$ cat config.mk
export PLATFORM = sky130hd
export DESIGN_NAME = humidity_temp_frame_decoder
export DESIGN_NICKNAME = d
export VERILOG_FILES = /design/src/design/htfd_pkg.sv /design/src/design/htfd_crc_stage.sv /design/src/design/htfd_mul_stage.sv /design/src/design/htfd_out_stage.sv /design/src/design/humidity_temp_frame_decoder.sv
export SDC_FILE = /design/constraint.sdc
export NUM_CORES = 1
export LEC_CHECK = 0
export BUFFER_PORTS_ARGS = -buffer_cell sky130_fd_sc_hd__buf_2
export CELL_PAD_IN_SITES_DETAIL_PLACEMENT = 1
export CELL_PAD_IN_SITES_GLOBAL_PLACEMENT = 1
export CORE_MARGIN = 4
export CORE_UTILIZATION = 40
export CTS_CLUSTER_DIAMETER = 120
export DETAILED_ROUTE_END_ITERATION = 8
export GPL_TIMING_DRIVEN = 1
export PLACE_DENSITY = 0.71
export SETUP_SLACK_MARGIN = 0.1
export SLEW_MARGIN = 20
export SYNTH_ARGS = -nofsm -noshare
export SYNTH_HDL_FRONTEND = slang
export SYNTH_SLANG_ARGS = --single-unit
$ cat constraint.sdc
create_clock -name clk -period 10.63 [get_ports clk]
set_input_delay 3.189 -clock clk [delete_from_list [all_inputs] [get_ports clk]]
set_output_delay 3.189 -clock clk [all_outputs]
set_load 0.05 [all_outputs]
$ cat src/design/htfd_pkg.sv
// ----------------------------------------------------------------------------
// htfd_pkg: shared types, constants and CRC helper for the frame decoder
// Scale factors, offsets, status codes and the stage payload structs.
// ----------------------------------------------------------------------------
package htfd_pkg;

    // CRC-8, x^8+x^5+x^4+1, MSB first
    localparam logic [7:0] CRC_POLY = 8'h31;

    // Register index of the one configuration register
    localparam logic REG_REPORT_FAHRENHEIT = 1'b0;

    // Datapath widths
    localparam int SAMPLE_W  = 16;
    localparam int K_W       = 19;
    localparam int PROD_W    = SAMPLE_W + K_W;
    localparam int Q_W       = PROD_W - 16;
    localparam int RECIP_W   = 20;
    localparam int DIV_W     = Q_W + RECIP_W;
    localparam int DIV_SHIFT = 23;
    localparam int SCALED_W  = 15;
    localparam int VALUE_W   = 16;

    // Scale factors applied before the >>16
    localparam logic [K_W-1:0] K_HUM  = 19'd12500;
    localparam logic [K_W-1:0] K_DEGC = 19'd17572;
    localparam logic [K_W-1:0] K_DEGF = 19'd316296;

    // ceil(2^23 / 10): exact floor division by ten for the Fahrenheit range
    localparam logic [RECIP_W-1:0] RECIP_TEN = 20'd838861;

    localparam logic signed [VALUE_W-1:0] OFF_HUM  = 16'sd600;
    localparam logic signed [VALUE_W-1:0] OFF_DEGC = 16'sd4685;
    localparam logic signed [VALUE_W-1:0] OFF_DEGF = 16'sd5233;

    typedef enum logic [1:0] {
        STATUS_OK   = 2'd0,
        STATUS_CRC  = 2'd1,
        STATUS_KIND = 2'd2
    } status_t;

    typedef enum logic [1:0] {
        MODE_HUM  = 2'd0,
        MODE_DEGC = 2'd1,
        MODE_DEGF = 2'd2
    } mode_t;

    // Stage 1 payload: raw frame plus CRC over the high byte
    typedef struct packed {
        logic       op;
        logic       fahr;
        logic [7:0] hi;
        logic [7:0] lo;
        logic [7:0] rx;
        logic [7:0] crc_hi;
    } s1_t;

    // Stage 2 payload: verdict and raw scaled product
    typedef struct packed {
        status_t           status;
        mode_t             mode;
        logic [PROD_W-1:0] prod;
    } s2_t;

    function automatic logic [7:0] crc8_byte(input logic [7:0] crc, input logic [7:0] data);
        logic [7:0] c;
        c = crc ^ data;
        for (int i = 0; i < 8; i++)
        begin
            if (c[7])
            begin
                c = {c[6:0], 1'b0} ^ CRC_POLY;
            end
            else
            begin
                c = {c[6:0], 1'b0};
            end
        end
        return c;
    endfunction

endpackage

$ cat src/design/htfd_crc_stage.sv
// ----------------------------------------------------------------------------
// htfd_crc_stage: first pipeline stage
// Captures a frame beat and folds the high byte into the CRC.
// ----------------------------------------------------------------------------
module htfd_crc_stage
    import htfd_pkg::*;
(
    input  logic       clk,
    input  logic       rst_n,
    input  logic       in_valid,
    input  logic       op,
    input  logic       fahr,
    input  logic [7:0] hi,
    input  logic [7:0] lo,
    input  logic [7:0] rx,
    output logic       s1_valid,
    output s1_t        s1
);

    logic s1_valid_reg;
    s1_t  s1_reg;
    s1_t  s1_next;

    always_comb
    begin
        s1_next.op     = op;
        s1_next.fahr   = fahr;
        s1_next.hi     = hi;
        s1_next.lo     = lo;
        s1_next.rx     = rx;
        s1_next.crc_hi = crc8_byte(8'h00, hi);
    end

    always_ff @(posedge clk or negedge rst_n)
    begin
        if (!rst_n)
        begin
            s1_valid_reg <= 1'b0;
        end
        else
        begin
            s1_valid_reg <= in_valid;
        end
    end

    always_ff @(posedge clk)
    begin
        s1_reg <= s1_next;
    end

    assign s1_valid = s1_valid_reg;
    assign s1       = s1_reg;

endmodule

$ cat src/design/htfd_mul_stage.sv
// ----------------------------------------------------------------------------
// htfd_mul_stage: second pipeline stage
// Finishes the CRC, checks the kind bit and multiplies by the scale factor.
// ----------------------------------------------------------------------------
module htfd_mul_stage
    import htfd_pkg::*;
(
    input  logic clk,
    input  logic rst_n,
    input  logic s1_valid,
    input  s1_t  s1,
    output logic s2_valid,
    output s2_t  s2
);

    logic                 s2_valid_reg;
    s2_t                  s2_reg;
    s2_t                  s2_next;
    logic [7:0]           crc;
    logic [SAMPLE_W-1:0]  sample;
    logic [K_W-1:0]       k;

    always_comb
    begin
        crc    = crc8_byte(s1.crc_hi, s1.lo);
        sample = {s1.hi, s1.lo[7:2], 2'b00};

        if (crc != s1.rx)
        begin
            s2_next.status = STATUS_CRC;
        end
        else if (s1.lo[1] != s1.op)
        begin
            s2_next.status = STATUS_KIND;
        end
        else
        begin
            s2_next.status = STATUS_OK;
        end

        // humidity ignores the unit setting
        if (s1.op)
        begin
            s2_next.mode = MODE_HUM;
            k            = K_HUM;
        end
        else if (s1.fahr)
        begin
            s2_next.mode = MODE_DEGF;
            k            = K_DEGF;
        end
        else
        begin
            s2_next.mode = MODE_DEGC;
            k            = K_DEGC;
        end

        s2_next.prod = {{K_W{1'b0}}, sample} * {{SAMPLE_W{1'b0}}, k};
    end

    always_ff @(posedge clk or negedge rst_n)
    begin
        if (!rst_n)
        begin
            s2_valid_reg <= 1'b0;
        end
        else
        begin
            s2_valid_reg <= s1_valid;
        end
    end

    always_ff @(posedge clk)
    begin
        s2_reg <= s2_next;
    end

    assign s2_valid = s2_valid_reg;
    assign s2       = s2_reg;

endmodule

$ cat src/design/htfd_out_stage.sv
// ----------------------------------------------------------------------------
// htfd_out_stage: third and fourth pipeline stages
// Divides the Fahrenheit product by ten, removes the offset, drives results.
// ----------------------------------------------------------------------------
module htfd_out_stage
    import htfd_pkg::*;
(
    input  logic                clk,
    input  logic                rst_n,
    input  logic                s2_valid,
    input  s2_t                 s2,
    output logic                done,
    output logic [1:0]          status,
    output logic [VALUE_W-1:0]  value_centi
);

    // stage 3
    logic              s3_valid_reg;
    status_t           s3_status_reg;
    mode_t             s3_mode_reg;
    logic [Q_W-1:0]    s3_q_reg;
    logic [DIV_W-1:0]  s3_div_reg;
    logic [Q_W-1:0]    q_next;
    logic [DIV_W-1:0]  div_next;

    // stage 4
    logic                       done_reg;
    status_t                    status_reg;
    logic signed [VALUE_W-1:0]  value_reg;
    logic signed [VALUE_W-1:0]  value_next;
    logic [SCALED_W-1:0]        scaled;
    logic signed [VALUE_W-1:0]  offset;

    always_comb
    begin
        q_next   = s2.prod[PROD_W-1:16];
        div_next = {{RECIP_W{1'b0}}, q_next} * {{Q_W{1'b0}}, RECIP_TEN};
    end

    always_comb
    begin
        case (s3_mode_reg)
            MODE_DEGF:
            begin
                scaled = s3_div_reg[DIV_SHIFT +: SCALED_W];
                offset = OFF_DEGF;
            end
            MODE_HUM:
            begin
                scaled = s3_q_reg[SCALED_W-1:0];
                offset = OFF_HUM;
            end
            default:
            begin
                scaled = s3_q_reg[SCALED_W-1:0];
                offset = OFF_DEGC;
            end
        endcase

        if (s3_status_reg == STATUS_OK)
        begin
            value_next = $signed({1'b0, scaled}) - offset;
        end
        else
        begin
            value_next = '0;
        end
    end

    always_ff @(posedge clk or negedge rst_n)
    begin
        if (!rst_n)
        begin
            s3_valid_reg <= 1'b0;
            done_reg     <= 1'b0;
        end
        else
        begin
            s3_valid_reg <= s2_valid;
            done_reg     <= s3_valid_reg;
        end
    end

    always_ff @(posedge clk)
    begin
        s3_status_reg <= s2.status;
        s3_mode_reg   <= s2.mode;
        s3_q_reg      <= q_next;
        s3_div_reg    <= div_next;
        status_reg    <= s3_status_reg;
        value_reg     <= value_next;
    end

    assign done        = done_reg;
    assign status      = status_reg;
    assign value_centi = value_reg;

endmodule

$ cat src/design/humidity_temp_frame_decoder.sv
// ----------------------------------------------------------------------------
// humidity_temp_frame_decoder: sensor reply checker and scaler
// CRC-8 check, kind check and fixed-point scaling of a three-byte reply.
// ----------------------------------------------------------------------------
// Usage:
//   Frame channel: a beat (operation, high_byte, low_byte, crc_byte) is taken
//   on any rising edge with start high and busy low. busy is tied low, so a
//   new frame may be issued every cycle.
//   Result channel: done pulses for one cycle with status and value_centi;
//   the receiver has no way to hold results back and must take each beat.
//   Pipeline: a frame passes four register stages (CRC, multiply,
//   divide-by-ten, offset) on its way to the result beat.
//   Throughput: one frame per cycle, set by the fully pipelined datapath.
//   Config port: APB-style, one register at byte address 0,
//   report_fahrenheit in bit 0. Change it only while no frames are in
//   flight; each frame samples it on entry.
//   Reset: rst_n clears the pipeline valid bits and report_fahrenheit;
//   no result beat is produced until a frame has been taken.
// ----------------------------------------------------------------------------
module humidity_temp_frame_decoder
    import htfd_pkg::*;
(
    input  logic                clk,
    input  logic                rst_n,
    // frame channel
    input  logic                start,
    output logic                busy,
    input  logic                operation,
    input  logic [7:0]          high_byte,
    input  logic [7:0]          low_byte,
    input  logic [7:0]          crc_byte,
    // result channel
    output logic                done,
    output logic [1:0]          status,
    output logic [VALUE_W-1:0]  value_centi,
    // config port
    input  logic                psel,
    input  logic                penable,
    input  logic                pwrite,
    input  logic [2:0]          paddr,
    input  logic [31:0]         pwdata,
    output logic [31:0]         prdata,
    output logic                pready
);

    logic fahr_reg;
    logic fahr_next;
    logic cfg_wr;
    logic accept;
    logic s1_valid;
    s1_t  s1;
    logic s2_valid;
    s2_t  s2;

    // never stalls: every start beat is taken
    assign busy   = 1'b0;
    assign pready = 1'b1;
    assign accept = start && !busy;

    // register file: index is the word address bit
    assign cfg_wr = psel && penable && pwrite && pready;

    always_comb
    begin
        fahr_next = fahr_reg;
        if (cfg_wr && paddr[2] == REG_REPORT_FAHRENHEIT)
        begin
            fahr_next = pwdata[0];
        end
    end

    always_ff @(posedge clk or negedge rst_n)
    begin
        if (!rst_n)
        begin
            fahr_reg <= 1'b0;
        end
        else
        begin
            fahr_reg <= fahr_next;
        end
    end

    // out-of-range addresses read as zero
    assign prdata = (paddr[2] == REG_REPORT_FAHRENHEIT) ? {31'b0, fahr_reg} : 32'b0;

    // stage 1: capture, CRC over the high byte
    htfd_crc_stage u_crc_stage
    (
        .clk      (clk),
        .rst_n    (rst_n),
        .in_valid (accept),
        .op       (operation),
        .fahr     (fahr_reg),
        .hi       (high_byte),
        .lo       (low_byte),
        .rx       (crc_byte),
        .s1_valid (s1_valid),
        .s1       (s1)
    );

    // stage 2: CRC over the low byte, kind check, scale multiply
    htfd_mul_stage u_mul_stage
    (
        .clk      (clk),
        .rst_n    (rst_n),
        .s1_valid (s1_valid),
        .s1       (s1),
        .s2_valid (s2_valid),
        .s2       (s2)
    );

    // stages 3 and 4: divide by ten for Fahrenheit, offset, result beat
    htfd_out_stage u_out_stage
    (
        .clk         (clk),
        .rst_n       (rst_n),
        .s2_valid    (s2_valid),
        .s2          (s2),
        .done        (done),
        .status      (status),
        .value_centi (value_centi)
    );

`ifndef SYNTHESIS
    // every taken frame yields exactly one result beat
    a_latency: assert property (@(posedge clk) disable iff (!rst_n)
        accept |=> ##3 done)
        else $error("frame did not produce a result beat");

    a_no_phantom: assert property (@(posedge clk) disable iff (!rst_n)
        !accept |=> ##3 !done)
        else $error("result beat without a frame");

    a_zero_on_error: assert property (@(posedge clk) disable iff (!rst_n)
        done && status != STATUS_OK |-> value_centi == '0)
        else $error("non-zero value on a failed frame");

    a_status_code: assert property (@(posedge clk) disable iff (!rst_n)
        done |-> status == STATUS_OK || status == STATUS_CRC || status == STATUS_KIND)
        else $error("undefined status code");
`endif

endmodule

After elaboration in Yosys (flattened, before gate mapping)
Index checks and enable logic that the tools add are counted.
{ "op_classes": {"eq_ne": 3, "n_addsub": 1, "bitwise_logic": 18, "n_mux": 23, "n_reduce_logical": 5, "multipliers": 2} }
{ "op_table": {"columns": ["cell", "n"], "rows": [
  ["6-bit 2-to-1 mux", 16],
  ["3-bit inverter", 16],
  ["19-bit by 20-bit multiplier with 38-bit output (second input constant)", 1],
  ["19-bit 2-to-1 mux", 2],
  ["14-bit by 19-bit multiplier with 33-bit output", 1],
  ["13-bit case mux with 2 select lines", 1],
  ["15-bit by 13-bit subtractor with 16-bit output", 1],
  ["15-bit 2-to-1 mux", 1],
  ["8-bit != test", 1],
  ["8-bit XOR", 1],
  ["2-bit zero test", 2],
  ["2-bit 2-to-1 mux", 2],
  ["1-bit logical AND", 3],
  ["2-bit == test (second input constant)", 1],
  ["1-bit 2-to-1 mux", 1],
  ["1-bit != test", 1],
  ["1-bit inverter", 1]
]} }
{ "word_totals": {"in_bits": 66, "reg_bits": 151, "wordCells": 73, "out_inout_bits": 53} }

Depth between registers and ports, before layout
Gate-level depths: netlist (run 1).
{ "depth": {"depth_word": 18, "depth_mapped": 26, "depth_no_buf": 25} }

By module
From an unflattened synthesis (run 1), not the netlist that was laid out.
{ "hier_totals": {"cells_unflattened": 1705, "hier_area_um2": 16051.6} }
{ "modules_own_cells": {"columns": ["mod", "area_per_inst_um2", "instances", "seq_area_each_um2", "cells_per_inst"], "rows": [
  ["htfd_mul_stage", 7902.6, 1, 725.7, 883],
  ["htfd_out_stage", 6984.2, 1, 1091.0, 735],
  ["htfd_crc_stage", 855.8, 1, 705.7, 48],
  ["humidity_temp_frame_decoder", 309.0, 1, 25.0, 39]
]} }

Worst setup path after synthesis (run 1)
No wires, ideal clock.
{ "synth_timing": {"path_type": "input port to output port", "start": "in paddr[2]", "end": "out prdata[0]", "n_path_buf": 0, "path_slack_ns": 3.563, "stages": 1, "t_required_ns": 7.441, "arrival_time_ns": 3.878, "path_cell_list": "nor2b_1"} }
{ "synth_between": {"elab_chain_len": 1} }
{ "synth_lines": {"columns": ["item", "line_no", "text"], "rows": [
  ["start, declared", "humidity_temp_frame_decoder.sv:40", "input logic [2:0] paddr,"],
  ["1-bit 2-to-1 mux", "humidity_temp_frame_decoder.sv:85", "assign prdata = (paddr[2] == REG_REPORT_FAHRENHEIT) ? {31'b0, fahr_reg} : 32'b0;"],
  ["end, declared", "humidity_temp_frame_decoder.sv:42", "output logic [31:0] prdata,"]
]} }
No other way between the ends.

==> flow_metrics.env, run 1 <==
export IMPL_status="finished, final reports clean"
export IMPL_postCtsSetupBuffers=0
export IMPL_finalNonFillerCells=2146
export IMPL_drt_antenna_violating_nets=0
export IMPL_period_minus_slack_ns=7.328
export IMPL_drcViolationCount=0
export IMPL_critPathLaunchType="register"
export IMPL_start_util_pct=40.92
export IMPL_synth_seq_area_share_pct=15.29
export IMPL_num_antenna_cells=0
export IMPL_dp_cells=2114
export IMPL_cts_buffers=17
export IMPL_drive_gt1_share_pct=6.456
export IMPL_cts_hold_buf=0
export IMPL_maxSlewHeadroom_pct=52.09
export IMPL_setup_viol=0
export IMPL_rows=70
export IMPL_required_ns=10.93
export IMPL_antenna_found_initial=0
export IMPL_met2_usage_pct=34.74
export IMPL_synth_top_area_share_pct=28.66
export IMPL_tritoncts="built"
export IMPL_num_vias=10340
export IMPL_use_met3_pct=2.615
export IMPL_critical_path_arrival_ns=7.63
export IMPL_ys_ff_latch=114
export IMPL_area_growth_pct=8.243
export IMPL_synth_edf_count=0
export IMPL_hpwl_microns=32380
export IMPL_post_cts_resized_instances=0
export IMPL_setup_tns_ns=0
export IMPL_worst_slew_pin_slew_ns=0.7186
export IMPL_synth_top_cell_by_area="fa_1"
export IMPL_grt_start_max_net_pins=33
export IMPL_cts_root_buf="clkbuf_16"
export IMPL_path_clk_slew_ns=0.06
export IMPL_fp_dieH_microns=202.2
export IMPL_synth_area_sq_um=15090
export IMPL_gp_congestion=0.8857
export IMPL_drt_total_wl_microns=36740
export IMPL_yosysMostFrequentCell="inv_1"
export IMPL_max_freq_ghz=0.1365
export IMPL_fin_util_pct=44.29
export IMPL_htreeDepth=4
export IMPL_syn_inst=1585
export IMPL_cp_end_kind="register"
export IMPL_design_area_sq_um=16330
export IMPL_finClkSkew_ns=0.01192
export IMPL_die_area_sq_um=40890
export IMPL_fin_nets=2181
export IMPL_ios=119
export IMPL_rsz0062_at_grt="false"
export IMPL_yosysWarnings=0
export IMPL_crit_type="register to register"
export IMPL_fp_dieW_microns=202.2
export IMPL_busiest_layer="met2"
export IMPL_grt_pass1_vias=11690
export IMPL_ys_flop_type="dfxtp_1"
export IMPL_avgSynthCellArea_sq_um=9.519
export IMPL_critPathMaxFanout=17
export IMPL_cts_sinks=114
export IMPL_clock_path_buffers=2
export IMPL_grt_first_pass_wirelength_microns=59690
export IMPL_core_sq_um=36870
export IMPL_synth_cell_types=63
export IMPL_first_pass_iters=5
export IMPL_fin_crit_sh_pct=68.93
export IMPL_via_per_inst=4.818
export IMPL_clk_latency_ns=0.43
export IMPL_wl_per_cell_microns=17.12
export IMPL_maxCapViolations=0
export IMPL_port_buffer_count=52
export IMPL_drv_slew=0
export IMPL_yosys_top_cells_area="fa_1 (29%), ha_1 (22%), dfxtp_1 (14%), inv_1 (9.8%), xnor2_1 (3.1%)"
export IMPL_drt_iter0_markers=304
export IMPL_synth_common_cells="inv_1 (392), ha_1 (270), fa_1 (216)"
export IMPL_synthArstFlopShare_pct=4.386
export IMPL_grt_usage_pct=18.39
export IMPL_grt_remaining_overflow=0
export IMPL_grtUsageMet1_pct=21.89
export IMPL_hold_path_class="register to register"
export IMPL_placed_area_sq_um=15750
export IMPL_largest_register_ffs=34
export IMPL_hold_violations=0
[worst paths after layout]
path | slack (ns) | start | endpoint | cells past startpoint
max | 3.30 | u_crc_stage.s1[32] | u_mul_stage.s2[34] | 19
min | 0.32 | u_mul_stage.s2[36] | u_out_stage.s3_mode_reg[1] | 0
max reg2reg | 3.30 | u_crc_stage.s1[32] | u_mul_stage.s2[34] | 19
min reg2reg | 0.32 | u_mul_stage.s2[36] | u_out_stage.s3_mode_reg[1] | 0
max in group asynchronous | 7.94 | rst_n | fahr_reg | 1
min in group asynchronous | 2.56 | rst_n | u_out_stage.done | 1
[metal layers]
| metal | vias to the layer above | share of wire, % |
|---|---|---|
| li1 | 4960 | - |
| met1 | 5209 | 42 |
| met2 | 124 | 54 |
| met3 | 46 | 2.6 |
| met4 | 0 | 2.1 |
| met5 | - | 0 |
[cell type report]
type                    instances  area (sq um)
clock buffers                  19         452.9
inverters                     393          1475
fillers                      4259         20540
repair buffers                 54         275.3
clock inverters                13         126.4
well taps                     504         630.6
flip-flops and latches        114          2307
multi-input cells            1049         11060
[through the flow]
step	hold WS, ns	setup slack, ns
2_1_floorplan	0.3096	3.563
3_3_place_gp	0.3130	3.341
3_5_place_dp	0.3157	3.307
4_1_cts	0.3209	3.259
5_1_grt	0.3293	2.838
6_report	0.3179	3.302
[critical path, cell delays in order, from the launching register on]
cell	delay (ns)
dfxtp_1	0.77
nand2b_1	0.58
inv_1	0.52
and2_1	0.28
inv_1	0.13
fa_1	0.53
inv_1	0.06
fa_1	0.55
fa_1	0.43
fa_1	0.51
fa_1	0.43
fa_1	0.39
ha_1	0.40
a21oi_1	0.21
o21ai_1	0.12
or3_1	0.38
o22ai_2	0.26
o211ai_1	0.18
o41ai_1	0.35
xnor2_1	0.12
[cell usage in the layout, fill, tap and decap left out, drive strengths merged, types with 19 or more instances in the layout]
| cell type | n |
|---|---|
| and2 | 32 |
| xnor2 | 56 |
| dfxtp | 109 |
| nor2 | 70 |
| ha | 270 |
| a21oi | 51 |
| xor2 | 29 |
| nand2 | 83 |
| clkbuf | 19 |
| o21ai | 26 |
| fa | 216 |
| inv | 397 |
| conb | 34 |
| buf | 54 |
| a21o | 29 |
[cell families (layout without fill, tap and decap cells)]
family / after synthesis / in the layout / synth area share, %
multiplexers: 10 / 10 / 0.6966
buffers and inverters: 454 / 479 / 12.17
AO/OA/AOI/OAI: 166 / 166 / 7.223
AND/OR/NAND/NOR: 268 / 268 / 8.434
XOR/XNOR: 85 / 85 / 5.083
other: 2 / 34 / 0.04977
flip-flops: 114 / 114 / 15.29
adder cells (fa/ha/maj): 486 / 486 / 51.05
Power of run 1 is not shown: default switching activity piles up to over one toggle a cycle in this logic, so the estimate is an artifact.
==> inputs of run 2 (changes only) <==
==> constraint.sdc (replaced) <==
create_clock -name clk -period 6.8 [get_ports clk]
set_input_delay 2.04 -clock clk [delete_from_list [all_inputs] [get_ports clk]]
set_output_delay 2.04 -clock clk [all_outputs]
set_load 0.05 [all_outputs]
==> flow_metrics.env, run 2 (synthesized netlist as in run 1, its figures left out) <==
export IMPL_hold_violations=0
export IMPL_grt_start_max_net_pins=22
export IMPL_die_area_sq_um=40890
export IMPL_crit_type="register to register"
export IMPL_r2r_start="u_crc_stage.s1[28]"
export IMPL_num_vias=10460
export IMPL_worst_slew_pin_slew_ns=0.5161
export IMPL_first_pass_iters=4
export IMPL_drcViolationCount=0
export IMPL_postCtsSetupBuffers=0
export IMPL_period_minus_slack_ns=6.186
export IMPL_ios=119
export IMPL_fp_dieW_microns=202.2
export IMPL_critPathLaunchType="register"
export IMPL_r2r_slack_ns=0.61
export IMPL_r2r_worst_path_cells=18
export IMPL_fin_nets=2194
export IMPL_max_freq_ghz=0.1616
export IMPL_setup_tns_ns=0
export IMPL_drive_gt1_share_pct=7.190
export IMPL_status="finished, final reports clean"
export IMPL_gp_congestion=0.8980
export IMPL_wl_per_cell_microns=17.28
export IMPL_area_growth_pct=9.138
export IMPL_largest_register_ffs=34
export IMPL_num_antenna_cells=0
export IMPL_tritoncts="built"
export IMPL_cts_sinks=114
export IMPL_fin_crit_sh_pct=90.98
export IMPL_antenna_found_initial=1
export IMPL_drt_antenna_violating_nets=0
export IMPL_rows=70
export IMPL_required_ns=7.10
export IMPL_setup_viol=0
export IMPL_post_cts_resized_instances=0
export IMPL_maxCapViolations=0
export IMPL_start_util_pct=40.92
export IMPL_grt_remaining_overflow=0
export IMPL_hold_path_class="register to register"
export IMPL_via_per_inst=4.844
export IMPL_grt_first_pass_wirelength_microns=61030
export IMPL_mostFrequentLayoutCells="inv_1 (392), ha_1 (270), fa_1 (216)"
export IMPL_rr_endpoint="u_mul_stage.s2[34]"
export IMPL_setup_ws_ns=0.6135
export IMPL_path_clk_slew_ns=0.06
export IMPL_cp_startpoint="u_crc_stage.s1[28]"
export IMPL_layout_commonest_cell="inv_1"
export IMPL_drt_iter0_markers=336
export IMPL_cts_buffers=17
export IMPL_hpwl_microns=32800
export IMPL_crit_path_end="u_mul_stage.s2[34]"
export IMPL_maxSlewHeadroom_pct=65.55
export IMPL_htreeDepth=4
export IMPL_finClkSkew_ns=0.01152
export IMPL_cts_root_buf="clkbuf_16"
export IMPL_cp_end_kind="register"
export IMPL_drv_slew=0
export IMPL_clock_path_buffers=2
export IMPL_critical_path_arrival_ns=6.49
export IMPL_core_sq_um=36870
export IMPL_clk_latency_ns=0.44
export IMPL_pre_cts_ws_ns=0.5598
export IMPL_rsz0062_at_grt="false"
export IMPL_fp_dieH_microns=202.2
export IMPL_critPathMaxFanout=6
export IMPL_port_buffer_count=52
export IMPL_grt_usage_pct=18.70
export IMPL_grt_pass1_vias=11970
export IMPL_cts_hold_buf=0
export IMPL_drt_total_wl_microns=37320
## run 2: changes by cell type in the layout (fill, tap and decap cells not counted)
| cell | delta |
|---|---|
| buf_4 | +13 |
| clkinv_2 | +3 |
| clkinvlp_4 | -3 |
| inv_6 | -2 |
| bufinv_16 | +1 |
| clkbuf_16 | +1 |
| clkbuf_8 | +1 |
| inv_4 | -1 |
## run 2: layer usage
layer / track usage [%] / up-vias / wire (microns)
li1: - / 4988 / -
met1: 21.94 / 5295 / 15410
met2: 35.65 / 123 / 20210
met3: 2.856 / 51 / 964
met4: 4.534 / 2 / 721
met5: 0 / - / 13
## run 2: area by class of cell
| type | instances | area [sq um] |
|---|---|---|
| multi-input cells | 1049 | 11060 |
| repair buffers | 67 | 372.9 |
| clock buffers | 21 | 491.7 |
| clock inverters | 11 | 125.1 |
| fillers | 4273 | 20410 |
| well taps | 504 | 630.6 |
| inverters | 393 | 1475 |
| flip-flops and latches | 114 | 2307 |
## run 2: worst min-delay path by stage
stage | cells past startpoint | endpoint | startpoint | slack, ns
finish | 0 | u_out_stage.s3_status_reg[1] | u_mul_stage.s2[38] | 0.33
CTS | 0 | u_out_stage.s3_status_reg[1] | u_mul_stage.s2[38] | 0.33
floorplan | 0 | u_out_stage.s3_mode_reg[0] | u_mul_stage.s2[35] | 0.31
global route | 0 | u_out_stage.s3_status_reg[1] | u_mul_stage.s2[38] | 0.33
detailed placement | 0 | u_out_stage.s3_status_reg[1] | u_mul_stage.s2[38] | 0.31
global placement | 0 | u_out_stage.s3_mode_reg[0] | u_mul_stage.s2[35] | 0.31
## run 2: metrics by stage
| step | cells | hold slack (ns) | instance area (sq um) | utilization [%] |
|---|---|---|---|---|
| 2_1_floorplan | 1617 | 0.3096 | 15210 | - |
| 3_3_place_gp | 2127 | 0.3147 | 15850 | 42.99 |
| 3_5_place_dp | 2127 | 0.3143 | 15850 | 42.99 |
| 4_1_cts | 2159 | 0.3270 | 16470 | 44.66 |
| 5_1_grt | 2159 | 0.3293 | 16470 | 44.66 |
| 6_report | 2159 | 0.3259 | 16470 | 44.66 |
## run 2: critical path, cell delays in order (launching register included)
cell	delay, ns
dfxtp_1	0.45
nor2b_1	0.32
and2_1	0.31
inv_1	0.19
fa_1	0.51
inv_1	0.06
fa_1	0.58
fa_1	0.44
fa_1	0.52
fa_1	0.44
fa_1	0.39
ha_1	0.32
a21oi_1	0.17
o21ai_1	0.12
or3_1	0.38
o22ai_2	0.22
o211ai_1	0.18
o41ai_1	0.33
xnor2_1	0.12
Power of run 2 is left out for the same reason.
